===== src/sv/msf_queue.sv =====
// Short register queue between the front and the back part.
// Stand-alone; no package needed.

module msf_queue #(
   parameter int WIDTH = 8,
   parameter int DEPTH = 4,
   localparam int PTR_W = (DEPTH > 1) ? $clog2(DEPTH) : 1,
   localparam int CNT_W = $clog2(DEPTH + 1)
) (
   input  logic             clock,
   input  logic             reset,
   input  logic             in_valid,
   input  logic [WIDTH-1:0] in_data,
   output logic             full,
   output logic             out_valid,
   input  logic             out_ready,
   output logic [WIDTH-1:0] out_data
);

   logic [WIDTH-1:0] data_ff [DEPTH];
   logic [PTR_W-1:0] wr_ptr_ff, wr_ptr_in;
   logic [PTR_W-1:0] rd_ptr_ff, rd_ptr_in;
   logic [CNT_W-1:0] count_ff, count_in;
   logic             push;
   logic             pop;

   assign full      = count_ff == CNT_W'(DEPTH);
   assign out_valid = count_ff != '0;
   assign out_data  = data_ff[rd_ptr_ff];
   assign push      = in_valid && !full;
   assign pop       = out_valid && out_ready;

   // Advance pointers and count
   always_comb begin
      wr_ptr_in = wr_ptr_ff;
      rd_ptr_in = rd_ptr_ff;
      count_in  = count_ff;
      if (push) begin
         wr_ptr_in = (wr_ptr_ff == PTR_W'(DEPTH - 1)) ? '0 : wr_ptr_ff + PTR_W'(1);
      end
      if (pop) begin
         rd_ptr_in = (rd_ptr_ff == PTR_W'(DEPTH - 1)) ? '0 : rd_ptr_ff + PTR_W'(1);
      end
      if (push && !pop) begin
         count_in = count_ff + CNT_W'(1);
      end else if (pop && !push) begin
         count_in = count_ff - CNT_W'(1);
      end
   end

   always_ff @(posedge clock) begin
      if (reset) begin
         wr_ptr_ff <= '0;
         rd_ptr_ff <= '0;
         count_ff  <= '0;
      end else begin
         wr_ptr_ff <= wr_ptr_in;
         rd_ptr_ff <= rd_ptr_in;
         count_ff  <= count_in;
      end
   end

   // Hold entries
   always_ff @(posedge clock) begin
      if (push) begin
         data_ff[wr_ptr_ff] <= in_data;
      end
   end

endmodule


===== config.mk =====
export PLATFORM = sky130hd
export DESIGN_NAME = msf_queue
export DESIGN_NICKNAME = d
export VERILOG_FILES = /design/src/sv/msf_queue.sv
export SDC_FILE = /design/constraint.sdc
export NUM_CORES = 1
export LEC_CHECK = 0
export ABC_AREA = 0
export BUFFER_PORTS_ARGS = -buffer_cell sky130_fd_sc_hd__buf_2
export CORE_MARGIN = 5
export CORE_UTILIZATION = 55
export DETAILED_ROUTE_END_ITERATION = 7
export PLACE_DENSITY_LB_ADDON = 0.25
export SYNTH_ARGS = -nofsm -noshare
export SYNTH_HDL_FRONTEND = slang
export SYNTH_SLANG_ARGS = --single-unit

===== constraint.sdc =====
create_clock -name clock -period 2.8 [get_ports clock]
set_clock_uncertainty 0.2 [all_clocks]
set_input_delay 0.28 -clock clock [delete_from_list [all_inputs] [get_ports clock]]
set_output_delay 0.28 -clock clock [all_outputs]
set_load 0.02 [all_outputs]

**Word level (Yosys, flattened, before mapping)**

Memories as Yosys holds them, arrays and structs flattened. A register that Yosys moved wholly into a read port is not among the register bits.
Index checks and enable logic that the tools add are counted.

- Output and inout port bits: 10
- Word-level logic and storage cells: 28
- ROM bits: 0
- Bits in latches: 0
- Memory bits (writable): 32
- Input port bits: 12
- Register bits: 7
- Memories: 1

- Reduce and logical (&&, ||, !) cells: 9
- $lt $le $gt $ge: 0
- Bitwise gates (word level): 0
- $add $sub $neg: 4
- Div/mod/pow operators: 0
- Muxes and demuxes: 8
- Equal/unequal tests: 3
- Multiply operators: 0
- Shifts and indexed selects: 0

Memory list:

| memory | words | width | rd ports | clocked after Yosys merged registers in | write ports | RTL line | source |
|---|---|---|---|---|---|---|---|
| data_ff | 4 | 8 | 1 | 1 | 1 | 20 | `logic [WIDTH-1:0] data_ff [DEPTH];` |

Operators by type and width:

| kind | count |
|---|---|
| 2-bit 2-to-1 mux | 4 |
| 3-bit 2-to-1 mux | 2 |
| 2-bit by 1-bit adder with 2-bit output (second input constant) | 2 |
| 2-bit equality test (second input constant) | 2 |
| 1-bit logical AND | 4 |
| 3-bit by 1-bit adder with 3-bit output (second input constant) | 1 |
| 3-bit equality test (second input constant) | 1 |
| 1-bit logical NOT | 3 |
| 3-bit nonzero test | 1 |
| 3-bit by 1-bit subtractor with 3-bit output (second input constant) | 1 |
| 1-bit 2-to-1 mux | 2 |
| 2-bit nonzero test | 1 |

**Logic depth before layout (Yosys ltp)**

- Word-level depth: 7
- Mapped depth: 10
- Depth with buffers taken out: 9

**Least setup slack after synthesis**

OpenSTA, ideal clock, no wires.

- Path type: register -> register
- Start point: register count_ff[0]
- End point: register count_ff[2]
- Required time: 2.530 ns
- Cell stages (with the launch flop): 11
- Setup slack: 0.528 ns
- Clock period less this slack: 2.272 ns
- Library setup time: 0.070 ns
- Path buffers: 1
- Arrival time: 2.002 ns
- Cell sequence: dfxtp_1 -> or3b_1 -> buf_6 -> clkinv_8 -> nor2_4 -> ha_1 -> inv_1 -> fa_1 -> xor2_1 -> or3_1 -> a21oi_1

- Word-level cells in the longest chain between the ends: 6
- Elaborated cells on any way between the ends: 14
- Those cells by class: add/sub (2); eq/ne (1); mux (2); reduce/logical (9)

Ends and longest elaborated chain:

| what | RTL line | source |
|---|---|---|
| from (decl) | 23 | `logic [CNT_W-1:0] count_ff, count_in;` |
| from (signal assigned) | 59 | `count_ff <= count_in;` |
| 3-bit equality test * | 27 | `assign full = count_ff == CNT_W'(DEPTH);` |
| via full | 14 | `output logic full,` |
| 1-bit logical NOT * | 30 | `assign push = in_valid && !full;` |
| 1-bit logical AND * | 30 |  |
| via push | 24 | `logic push;` |
| 1-bit logical NOT | 46 | `end else if (pop && !push) begin` |
| 1-bit logical AND | 46 |  |
| 2-bit nonzero test (no line) | - |  |

Mark *: on every way through the listed nets, which the timed path passes. The rest lies on a longest branch. The select of a mux whose other input is x is not followed.
A chain may end at the register's enable or synchronous reset.

**Worst setup path in the final report**

- Start point: register count_ff[0]
- End point: register count_ff[2]

- Word-level cells in the longest chain between the ends: 6
- Elaborated cells on any way between the ends: 14
- Those cells by class: add/sub (2); eq/ne (1); mux (2); reduce/logical (9)

Ends and longest elaborated chain:

| what | RTL line |
|---|---|
| 3-bit equality test * | 27 |
| 1-bit logical NOT * | 30 |
| 1-bit logical AND * | 30 |
| via push | 24 |
| 1-bit logical NOT | 46 |
| 1-bit logical AND | 46 |
| 2-bit nonzero test (no line) | - |

Marked as above.

==> metrics.txt <==
family with the most delay on the worst path simple AND/OR/NAND/NOR gates; worst slew pin tran 551 ps; Die Y 65.1 µm; unique cell type count in the Yosys netlist 27; full die area 4240 µm²; CP max stage delay 460 ps; worst skew pair latency 340 ps; overall power 1.57 mW; Reg clk slew, reported paths 110 ps; TritonCTS buffer count 5; Pins Over Slew Limit 0; Setup Crit Path Kind register to register; post-route insts no fill 159; post-synth top area cell edfxtp_1; P_leak 0.738 nW; I/O Pins 22; CP Depth 9; CP arrival 2630 ps; Cell Pwr Density 807 nW/µm²; initial antenna violation count 0; I/O Buffers 21; most common cell after layout, fill and taps aside edfxtp_1; reg2reg setup slack 240 ps; final setup fails 0; end of the worst register-to-register path count_ff[2]$_SDFFE_PP0P_; Setup crit end kind register; WHS Path Cells 3; Worst R2R Path Depth 9; max_cap viols 0; Synth Warn # 0; Die W 65.1 µm; GRT overflow 0; DR vias 865; Hold EP wr_ptr_ff[0]$_SDFFE_PP0P_; Post-CTS Resized 0; layout cells sized above 1 0.341; number of detailed-route iterations in the first pass 4; DRT iter0 DRCs 20; Final TNS setup 0 ps; ANT cells 0; HP Start in_valid; gpl congestion 0.779; vias per cell 5.44; worst r2r src count_ff[0]$_SDFFE_PP0P_; Synth Register Bits 41; period utilization 0.914; Worst setup SP type register; maximum clock path buffer count 2; NumNets Final 144; Core Area 2980 µm²; TritonCTS clock tree built; Final min period 2560 ps; RSZ-0062 raised after global routing no; Initial Util 0.561; Synth top area share 0.575; Crit path buffers/inverters 2; syn avg cell area 18.2 µm²; hold crit path type input port to register; Netlist Area Pre-Place 1670 µm²; WL/cell 16.0 µm; Syn Nets 111; Rows 20; Synth Instances 92; largest net degree at the start of global routing 14; placed insts 142; first-pass GRT wire length 4350 µm; DRT antenna net count 0; DRT Wirelength 2540 µm; top cells by area, synth edfxtp_1 58%, dfxtp_1 11%, mux4_2 11%; maximum vdd drop 488 µV; commonest cells after routing, fill and taps aside 32 x edfxtp_1, 21 x buf_2, 9 x dfxtp_1, 9 x dlygate4sd3_1, 8 x mux4_2; final hold vios 0; DRC 0; Root Driver clkbuf_4; H-tree levels 2; CP Max Fanout 7; status completed; Worst EP required 2880 ps; fmax 391 MHz; all-layer global routing usage 0.144; vias in the first global route 911; slowest CP cell dfxtp_1; Syn-to-layout area delta 16.6%; Max-slew headroom 0.632; CP cell instances or3b_1, clkinv_8, nor2_4, ha_1, inv_1, fa_1, xor2_1, or3_1, a21oi_1; sequential area share after synthesis 0.683; CTS Sinks 41
-- where the power goes --
group / internal [mW] / switching, mW / total (mW)
registers: 0.742 / 0.0722 / 0.814
clock network: 0.123 / 0.186 / 0.309
logic: 0.210 / 0.239 / 0.449
-- registers in the layout, indices dropped and copies added (netlist names), named ones only --
register / cells
data_ff: 32
wr_ptr_ff: 2
rd_ptr_ff: 2
count_ff: 3
-- how the worst max path moves through the flow --
stage                                   startpoint                        to  slack (ps)
after global placement    count_ff[0]$_SDFFE_PP0P_  count_ff[2]$_SDFFE_PP0P_         400
after CTS                 count_ff[0]$_SDFFE_PP0P_  count_ff[2]$_SDFFE_PP0P_         230
final                     count_ff[0]$_SDFFE_PP0P_  count_ff[2]$_SDFFE_PP0P_         240
after floorplan           count_ff[0]$_SDFFE_PP0P_  count_ff[2]$_SDFFE_PP0P_         530
after global routing      count_ff[0]$_SDFFE_PP0P_  count_ff[2]$_SDFFE_PP0P_          70
after detailed placement  count_ff[0]$_SDFFE_PP0P_  count_ff[2]$_SDFFE_PP0P_         260
-- through the flow --
stage | setup WS, ps | utilization | hold slack, ps | cell area (µm²)
global route | 66.7 | 0.654 | 38.5 | 1950
finish | 241 | 0.654 | 56.5 | 1950
CTS | 233 | 0.654 | 28.8 | 1950
global placement | 401 | 0.602 | 285 | 1790
detailed placement | 263 | 0.602 | 298 | 1790
floorplan | 528 | - | 179 | 1670
-- metal layers --
| layer | track usage | part of all wire |
|---|---|---|
| met1 | 0.157 | 0.42 |
| met2 | 0.250 | 0.52 |
| met3 | 0.0513 | 0.038 |
| met4 | 0.0699 | 0.022 |
| met5 | 0 | 0 |
-- tightest hold or removal path: cells and delay by family --
family / cells / cell delay (ps)
AO/OA/AOI/OAI: 1 / 60
AND/OR/NAND/NOR: 1 / 80
buffers and inverters: 1 / 130
-- logic make-up (layout without fill, tap and decap cells) --
group                      Yosys count  in the layout  synth area share
buffers and inverters                9             43            0.0412
adders and majority gates            7              7            0.0569
DFF                                 41             41             0.683
xor gates and xnor gates             2              2            0.0105
muxes                               10             10             0.120
AOI/OAI and AO/OA                    7              7            0.0322
and+or+nand+nor                     16             16            0.0562
-- final cells by class --
type	count	area, µm²
multi-input cells	42	460
flip-flops and latches	41	1140
fillers	216	1030
inverters	5	45.0
clock inverters	2	13.8
repair buffers	30	195
clock buffers	6	51.3
well taps	33	41.3
-- repair_timing --
item                      in CTS  in global routing
setup buffers                  0                  0
hold endpoints to repair      36                  0
hold buffers                   9                  0
-- Yosys cell counts, drive strengths merged --
cell	n
edfxtp	32
dfxtp	9
mux4	8
ha	6
and3	4
nor2	4
a21oi	3
buf	3
inv	3
or3	3
mux2i	2
nand3	2
o21ai	2
o31ai	2
xor2	2
bufinv	1
clkbuf	1
clkinv	1
fa	1
nand2	1
nor3	1
or3b	1
No activity file was read; power rests on OpenSTA's default activity.
