## src/sv/msf_pkg.sv

```systemverilog
// Shared types and constants of the maximal square finder.
// Used by msf_front, msf_back, the top level and the checker; depends on nothing.

package msf_pkg;

   // Map size limits that set the column store and the position counters
   localparam int MSF_MAX_COLS = 1024;
   localparam int MSF_MAX_ROWS = 1024;

   // Entries of the queue between the front and the back part
   localparam int MSF_QUEUE_DEPTH = 4;

   // Character codes after reset
   localparam logic [6:0] MSF_EMPTY_CHAR_RESET    = 7'd46;
   localparam logic [6:0] MSF_OBSTACLE_CHAR_RESET = 7'd111;

   // Configuration register indexes
   typedef enum logic [0:0] {
      MSF_CSR_EMPTY_CHAR    = 1'b0,
      MSF_CSR_OBSTACLE_CHAR = 1'b1
   } msf_csr_type;

   // Map error codes
   typedef enum logic [1:0] {
      MSF_ERR_NONE     = 2'd0,
      MSF_ERR_BAD_CHAR = 2'd1,
      MSF_ERR_ROW_LEN  = 2'd2,
      MSF_ERR_SIZE     = 2'd3
   } msf_err_type;

   // One map cell
   typedef struct packed {
      logic [7:0] cell_char;
      logic       row_end;
      logic       map_end;
   } msf_req_type;

   // One map result
   typedef struct packed {
      logic [10:0] square_size;
      logic [9:0]  top_row;
      logic [9:0]  left_col;
      msf_err_type map_error;
   } msf_rsp_type;

   // Classification of a cell, handed from the front to the back part
   typedef struct packed {
      logic        usable;
      logic        is_empty;
      logic        on_border;
      logic        map_end;
      msf_err_type map_error;
   } msf_flags_type;

endpackage

```

## src/sv/msf_front.sv

```systemverilog
// Front part: configuration registers, cell classification, position
// counters and error detection. Uses msf_pkg types.

module msf_front import msf_pkg::*; #(
   parameter int MAX_COLS = MSF_MAX_COLS,
   parameter int MAX_ROWS = MSF_MAX_ROWS,
   localparam int CNT_W   = $clog2(MAX_COLS + 1),
   localparam int RCNT_W  = $clog2(MAX_ROWS + 1),
   localparam int CIDX_W  = (MAX_COLS > 1) ? $clog2(MAX_COLS) : 1,
   localparam int RIDX_W  = (MAX_ROWS > 1) ? $clog2(MAX_ROWS) : 1
) (
   input  logic              clock,
   input  logic              reset,
   // configuration
   input  logic              csr_valid,
   output logic              csr_ready,
   input  msf_csr_type       csr_index,
   input  logic [6:0]        csr_wdata,
   // cells
   input  logic              req_valid,
   output logic              req_stall,
   input  msf_req_type       req,
   // queue write side
   input  logic              queue_full,
   output logic              push_valid,
   output msf_flags_type     push_flags,
   output logic [RIDX_W-1:0] push_row,
   output logic [CIDX_W-1:0] push_col
);

   logic [6:0]        empty_ff, empty_in;
   logic [6:0]        obstacle_ff, obstacle_in;
   logic [CNT_W-1:0]  col_ff, col_in;
   logic [RCNT_W-1:0] row_ff, row_in;
   logic [CNT_W-1:0]  width_ff, width_in;
   msf_err_type       err_ff, err_in;

   logic              accept;
   logic              is_obs;
   logic              is_empty;
   logic              col_at_max;
   logic              over_size;
   logic              too_long;
   logic              too_short;
   logic              line_end;
   logic [CNT_W-1:0]  row_width;
   msf_err_type       err_next;

   assign csr_ready  = 1'b1;
   assign req_stall  = queue_full;
   assign accept     = req_valid && !queue_full;
   assign push_valid = accept;

   // Configuration writes
   always_comb begin
      empty_in    = empty_ff;
      obstacle_in = obstacle_ff;
      if (csr_valid) begin
         case (csr_index)
            MSF_CSR_EMPTY_CHAR:    empty_in    = csr_wdata;
            MSF_CSR_OBSTACLE_CHAR: obstacle_in = csr_wdata;
            default: begin
               empty_in    = empty_ff;
               obstacle_in = obstacle_ff;
            end
         endcase
      end
   end

   // Classify the cell and check it against the map geometry
   always_comb begin
      is_obs     = req.cell_char == {1'b0, obstacle_ff};
      is_empty   = !is_obs && (req.cell_char == {1'b0, empty_ff});
      col_at_max = col_ff >= CNT_W'(MAX_COLS);
      over_size  = col_at_max || (row_ff >= RCNT_W'(MAX_ROWS));
      too_long   = (row_ff != '0) && (col_ff >= width_ff);
      line_end   = req.row_end || req.map_end;
      row_width  = col_at_max ? CNT_W'(MAX_COLS) : col_ff + CNT_W'(1);
      too_short  = line_end && (row_ff != '0) && (row_width < width_ff);

      // First error of the map sticks; within a cell: character, size, length
      err_next = err_ff;
      if (err_next == MSF_ERR_NONE && !is_obs && !is_empty) begin
         err_next = MSF_ERR_BAD_CHAR;
      end
      if (over_size) begin
         if (err_next == MSF_ERR_NONE) begin
            err_next = MSF_ERR_SIZE;
         end
      end else if (too_long) begin
         if (err_next == MSF_ERR_NONE) begin
            err_next = MSF_ERR_ROW_LEN;
         end
      end
      if (too_short && err_next == MSF_ERR_NONE) begin
         err_next = MSF_ERR_ROW_LEN;
      end
   end

   // Advance the position counters, clear them at map end
   always_comb begin
      col_in   = col_ff;
      row_in   = row_ff;
      width_in = width_ff;
      err_in   = err_ff;
      if (accept) begin
         err_in = err_next;
         if (line_end) begin
            col_in = '0;
            if (row_ff == '0) begin
               width_in = row_width;
            end
            if (row_ff < RCNT_W'(MAX_ROWS)) begin
               row_in = row_ff + RCNT_W'(1);
            end
         end else if (!col_at_max) begin
            col_in = col_ff + CNT_W'(1);
         end
         if (req.map_end) begin
            col_in   = '0;
            row_in   = '0;
            width_in = '0;
            err_in   = MSF_ERR_NONE;
         end
      end
   end

   // Queue entry
   always_comb begin
      push_flags.usable    = !over_size && !too_long;
      push_flags.is_empty  = is_empty;
      push_flags.on_border = (row_ff == '0) || (col_ff == '0);
      push_flags.map_end   = req.map_end;
      push_flags.map_error = err_next;
      push_row             = row_ff[RIDX_W-1:0];
      push_col             = col_ff[CIDX_W-1:0];
   end

   always_ff @(posedge clock) begin
      if (reset) begin
         empty_ff    <= MSF_EMPTY_CHAR_RESET;
         obstacle_ff <= MSF_OBSTACLE_CHAR_RESET;
         col_ff      <= '0;
         row_ff      <= '0;
         width_ff    <= '0;
         err_ff      <= MSF_ERR_NONE;
      end else begin
         empty_ff    <= empty_in;
         obstacle_ff <= obstacle_in;
         col_ff      <= col_in;
         row_ff      <= row_in;
         width_ff    <= width_in;
         err_ff      <= err_in;
      end
   end

endmodule

```

## config.mk

```make
export PLATFORM = sky130hd
export DESIGN_NAME = msf_front
export DESIGN_NICKNAME = d
export VERILOG_FILES = /design/src/sv/msf_pkg.sv /design/src/sv/msf_front.sv
export SDC_FILE = /design/constraint.sdc
export NUM_CORES = 1
export LEC_CHECK = 0
export BUFFER_PORTS_ARGS = -buffer_cell sky130_fd_sc_hd__buf_2
export CORE_MARGIN = 2
export CORE_UTILIZATION = 34
export CTS_CLUSTER_SIZE = 40
export DETAILED_ROUTE_END_ITERATION = 6
export SYNTH_ARGS = -nofsm -noshare
export SYNTH_HDL_FRONTEND = slang
export SYNTH_SLANG_ARGS = --single-unit
```

## constraint.sdc

```tcl
create_clock -name clock -period 4.8 [get_ports clock]
set_input_delay 0.72 -clock clock [delete_from_list [all_inputs] [get_ports clock]]
set_output_delay 0.72 -clock clock [all_outputs]
set_load 0.01 [all_outputs]
```

=== Yosys cells after proc, flatten, opt, wreduce, memory -nomap -nowiden ===
Index checks and enable logic that the tools add are counted.

* Register bits: 49
* ROM bits: 0
* Memories: 0
* Word-level logic and storage cells: 65
* Output and inout bits: 29
* Latch bits: 0
* Bits in writable memories: 0

* Equality and inequality tests: 3
* Multiply operators: 0
* Reduce and logical (&&, ||, !) cells: 31
* Divide/modulo/power cells: 0
* Shift-type cells: 0
* Order comparisons: 5
* Add/sub/neg operators: 2
* Bitwise operators: 1
* Multiplexer cells: 17

{| class="wikitable"
|+ Operators with widths
! operator !! count
|-
| 11-bit 2-to-1 mux || 10
|-
| 11-bit by 1-bit adder with 11-bit output, second input constant || 2
|-
| 11-bit >= comparator, second input constant || 2
|-
| 11-bit logical NOT || 2
|-
| 8-bit by 7-bit == test with 1-bit output || 2
|-
| 2-bit 2-to-1 mux || 7
|-
| 11-bit >= comparator || 1
|-
| 11-bit < comparator || 1
|-
| 11-bit < comparator, second input constant || 1
|-
| 11-bit nonzero test || 1
|-
| 1-bit logical AND || 9
|-
| 2-bit logical NOT || 3
|-
| 2-bit AND reduction || 3
|-
| 3-bit AND reduction || 2
|-
| 2-bit nonzero test || 3
|-
| 1-bit logical NOT || 5
|-
| 1-bit logical OR || 3
|-
| 3-bit by 2-bit inequality test with 1-bit output, second input constant || 1
|-
| 1-bit inverter || 1
|}

=== Logic depth before layout (Yosys ltp) ===
* Depth in word-level cells: 14
* Gate-level depth with buffers: 11
* Gate-level depth less buffers: 11

=== Worst setup path before layout ===
No wires, ideal clock.

* Path type: register -> output
* From: reg col_ff[1]
* To: out push_flags[1] (netlist bit)
* Setup slack: 1.645 ns
* Arrival: 2.435 ns
* Required time: 4.080 ns
* Path buffers: 0
* Cell stages (with the launch flop): 11
* Cell sequence: dfxtp_1 -> ha_1 -> and3_1 -> and3_1 -> xor2_1 -> nor2b_1 -> ha_1 -> a211oi_1 -> o211ai_1 -> o32ai_1 -> a31o_2

{| class="wikitable"
|+ RTL lines
! element !! RTL line !! RTL
|-
| start: declaration || msf_front.sv:33 || <nowiki>logic [CNT_W-1:0] col_ff, col_in;</nowiki>
|-
| start signal: assignment || msf_front.sv:150 || <nowiki>col_ff <= col_in;</nowiki>
|-
| end: declaration || msf_front.sv:26 || <nowiki>output msf_flags_type push_flags,</nowiki>
|}

==> flow_summary_export.csv <==
group,metric,value,unit
run_status,status,"completed",
power_and_ir_drop,finalPower,0.000746,W
route,wl_per_cell,14.4,um
synthesis,yosysMostFrequentCell,"dfxtp_1",
power_and_ir_drop,cellLeakagePower,1.42,nW
final_layout,layout.cells.non_filler,492,
grt,grt_max_degree,40,
sta,skew,8.15,ps
grt,grt_pass1_vias,2465,
job,cap_violations,0,
cts,post-cts-setup-buffer-count,0,
floorplan,die_h,98.5,um
synthesis,synth.area.top_cells,"dfxtp_1, ha_1, buf_4",
min_path,hold_class,"reg2reg",
sta,final_hold_viol_count,0,
place,gp_congestion,0.832,
power_and_ir_drop,irDropWorstVdd,0.121,mV
route,via_per_inst,5.27,
synthesis,ys_types,46,
cts,clk_pin_slew,90,ps
final_layout,drive_gt1_share,16.1,%
cts,cts-root-buf,"clkbuf_8",
cts,cts_inserted_buffers,5,
critical_path,critPathKind,"reg2out",
critical_path,slowest_stage,"dfxtp_1",
synthesis,syn_inst,359,
sta,fmax,256,MHz
critical_path,worstSetupStartpointType,"register",
grt,grt_pass1_wl,11800,um
place,portBuffers,50,
critical_path,worst-path-max-fanout,7,
place,dp.cells,484,
synthesis,ys_seq_area_share,32.3,%
grt,gr-total-overflow,0,
sta,slew_headroom,30.0,%
sta,setup_viol,0,
sta,whs,464,ps
synthesis,syn_nets,407,
synthesis,ys_ff_latch,49,
synthesis,synth.avg_cell_area,8.46,um2
synthesis,synthTopCellsByCount,"dfxtp_1, nor2_1, ha_1",
floorplan,io_pins,52,
synthesis,synth_ff_type,"dfxtp_1",
critical_path,cp_data_required_time,4080,ps
cts,hold_buffers,0,
sta,tightest_slew,1040,ps
critical_path,crit_chain,"ha_1 > and3_1 > and3_1 > xor2_1 > nor2b_1 > ha_1 > a211oi_1 > o211ai_1 > o32ai_1 > a31o_2 > buf_2",
synthesis,synth_top_area_share,32.3,%
floorplan,dieWidth,98.5,um
sta,fin_crit,3910,ps
route,drtAntennaViolNets,0,
floorplan,die-area,0.00970,mm2
synthesis,synth-edff-count,0,
cts,cts_resized,0,
synthesis,synth_area_leader_cell,"dfxtp_1",
critical_path,cp_top_family,"compound AO/OA/AOI/OAI gates",
critical_path,crit_path_max_incr_delay,450,ps
sta,slew_viol_final,0,
sta,timing.setup.tns,0,ps
grt,antenna_found_initial,0,
sta,rsz0062_at_grt,"false",
cts,cts_tree,"yes",
floorplan,rows,34,
route,drtIter0Drc,114,
final_layout,nets,431,
place,dp_hpwl,5250,um
critical_path,crit_arrival,3190,ps
final_layout,diodes,0,
cts,htree_levels,2,
floorplan,coreArea,0.00868,mm2
cts,clkSinkCount,49,
floorplan,start_util,35.0,%
power_and_ir_drop,power_density,226,mW/mm2
synthesis,async_reset_ff_share,0,%
route,wl,7070,um
grt,gr-usage-all-layers,14.6,%
route,drt_drc_violations_left,0,
final_layout,area_growth,8.49,%
critical_path,critPathCaptureType,"output pin",
critical_path,crit_buf_inv,1,
synthesis,yosysWarnings,0,
route,vias,2594,
cts,cts_max_path_buffers,2,
synthesis,synthesis.area,0.00304,mm2
cts,clk_latency,310,ps
route,first_pass_iters,4,
final_layout,fin_util,38.0,%
sta,timing.final.crit_share,81.4,%
[tightest hold or removal path: cells and delay by family, from the launching register on]
| kind | cells | cell delay [ps] |
|---|---|---|
| compound gates | 1 | 50 |
| flops | 1 | 320 |
| simple gates | 1 | 50 |
[where the power goes]
part | internal (W) | leakage [nW] | total [W] | switching [W]
registers | 0.000415 | 0.398 | 0.000421 | 0.00000622
clock network | 0.000103 | 0.0374 | 0.000250 | 0.000147
logic | 0.0000295 | 0.982 | 0.0000746 | 0.0000451
total | 0.000548 | 1.42 | 0.000746 | 0.000198
[final timing paths]
path	start	end	slack [ps]	depth (start not counted)
worst max-delay path	col_ff[1]$_SDFFE_PP0P_	push_flags[1]	890	11
worst min-delay path	width_ff[10]$_SDFFE_PP0P_	width_ff[10]$_SDFFE_PP0P_	460	2
worst max register to register	col_ff[1]$_SDFFE_PP0P_	err_ff[1]$_SDFFE_PP0P_	1920	11
worst min register to register	width_ff[10]$_SDFFE_PP0P_	width_ff[10]$_SDFFE_PP0P_	460	2
[logic make-up after synthesis]
logic type               count (synthesis)  synth area share, %
AND/OR/NAND/NOR                        125                 21.5
AO/OA/AOI/OAI                           75                 17.1
buffers and inverters                   53                 9.56
flip-flops                              49                 32.3
XOR/XNOR                                26                 7.50
adder cells (fa/ha/maj)                 25                 10.3
multiplexers                             5                 1.65
other                                    1                0.123
[metrics by stage]
step / area [um2] / setup WS (ps)
3_3_place_gp: 3210 / 1330
3_5_place_dp: 3210 / 1250
5_1_grt: 3290 / 599
2_1_floorplan: 3040 / 1650
6_report: 3290 / 892
4_1_cts: 3290 / 906
[cell usage in the layout, fill, tap and decap left out, types with 2 or more instances in the layout]
| cell type | instances |
|---|---|
| buf_2 | 50 |
| nand3_1 | 10 |
| and3_1 | 12 |
| a31oi_1 | 2 |
| nand4_1 | 6 |
| a21oi_1 | 18 |
| ha_1 | 25 |
| clkbuf_8 | 5 |
| a211oi_1 | 3 |
| or3_1 | 6 |
| nor2_1 | 38 |
| nand3b_1 | 3 |
| nor3_1 | 3 |
| xnor2_1 | 6 |
| a211o_1 | 11 |
| o21ai_0 | 13 |
| mux2i_1 | 5 |
| xor2_1 | 20 |
| nor2b_1 | 14 |
| clkinvlp_4 | 2 |
| dfxtp_1 | 49 |
| nor4_1 | 8 |
| a22oi_1 | 15 |
| nand2b_1 | 4 |
| inv_1 | 19 |
| a21o_1 | 3 |
| nand2_1 | 14 |
[per-layer routing]
| metal | up-vias | GRT usage (%) | share of wire (%) |
|---|---|---|---|
| li1 | 1300 | - | - |
| met1 | 1214 | 19.9 | 48 |
| met2 | 70 | 23.0 | 44 |
| met3 | 10 | 2.98 | 6.3 |
| met4 | 0 | 5.27 | 1.7 |
| met5 | - | 0 | 0 |
[cell type report]
cell class / instances / area [um2]
clock buffers: 6 / 72.6
fillers: 931 / 5380
flip-flops and latches: 49 / 981
multi-input cells: 257 / 1770
well taps: 108 / 135
repair buffers: 50 / 250
clock inverters: 2 / 15.0
inverters: 20 / 75.1
[flip-flops by register name (all words and copies together) (netlist names)]
signal and cells:
err_ff 2, row_ff 11, empty_ff 7, obstacle_ff 7
col_ff 11, width_ff 11
(Power assumes the default switching activity.)
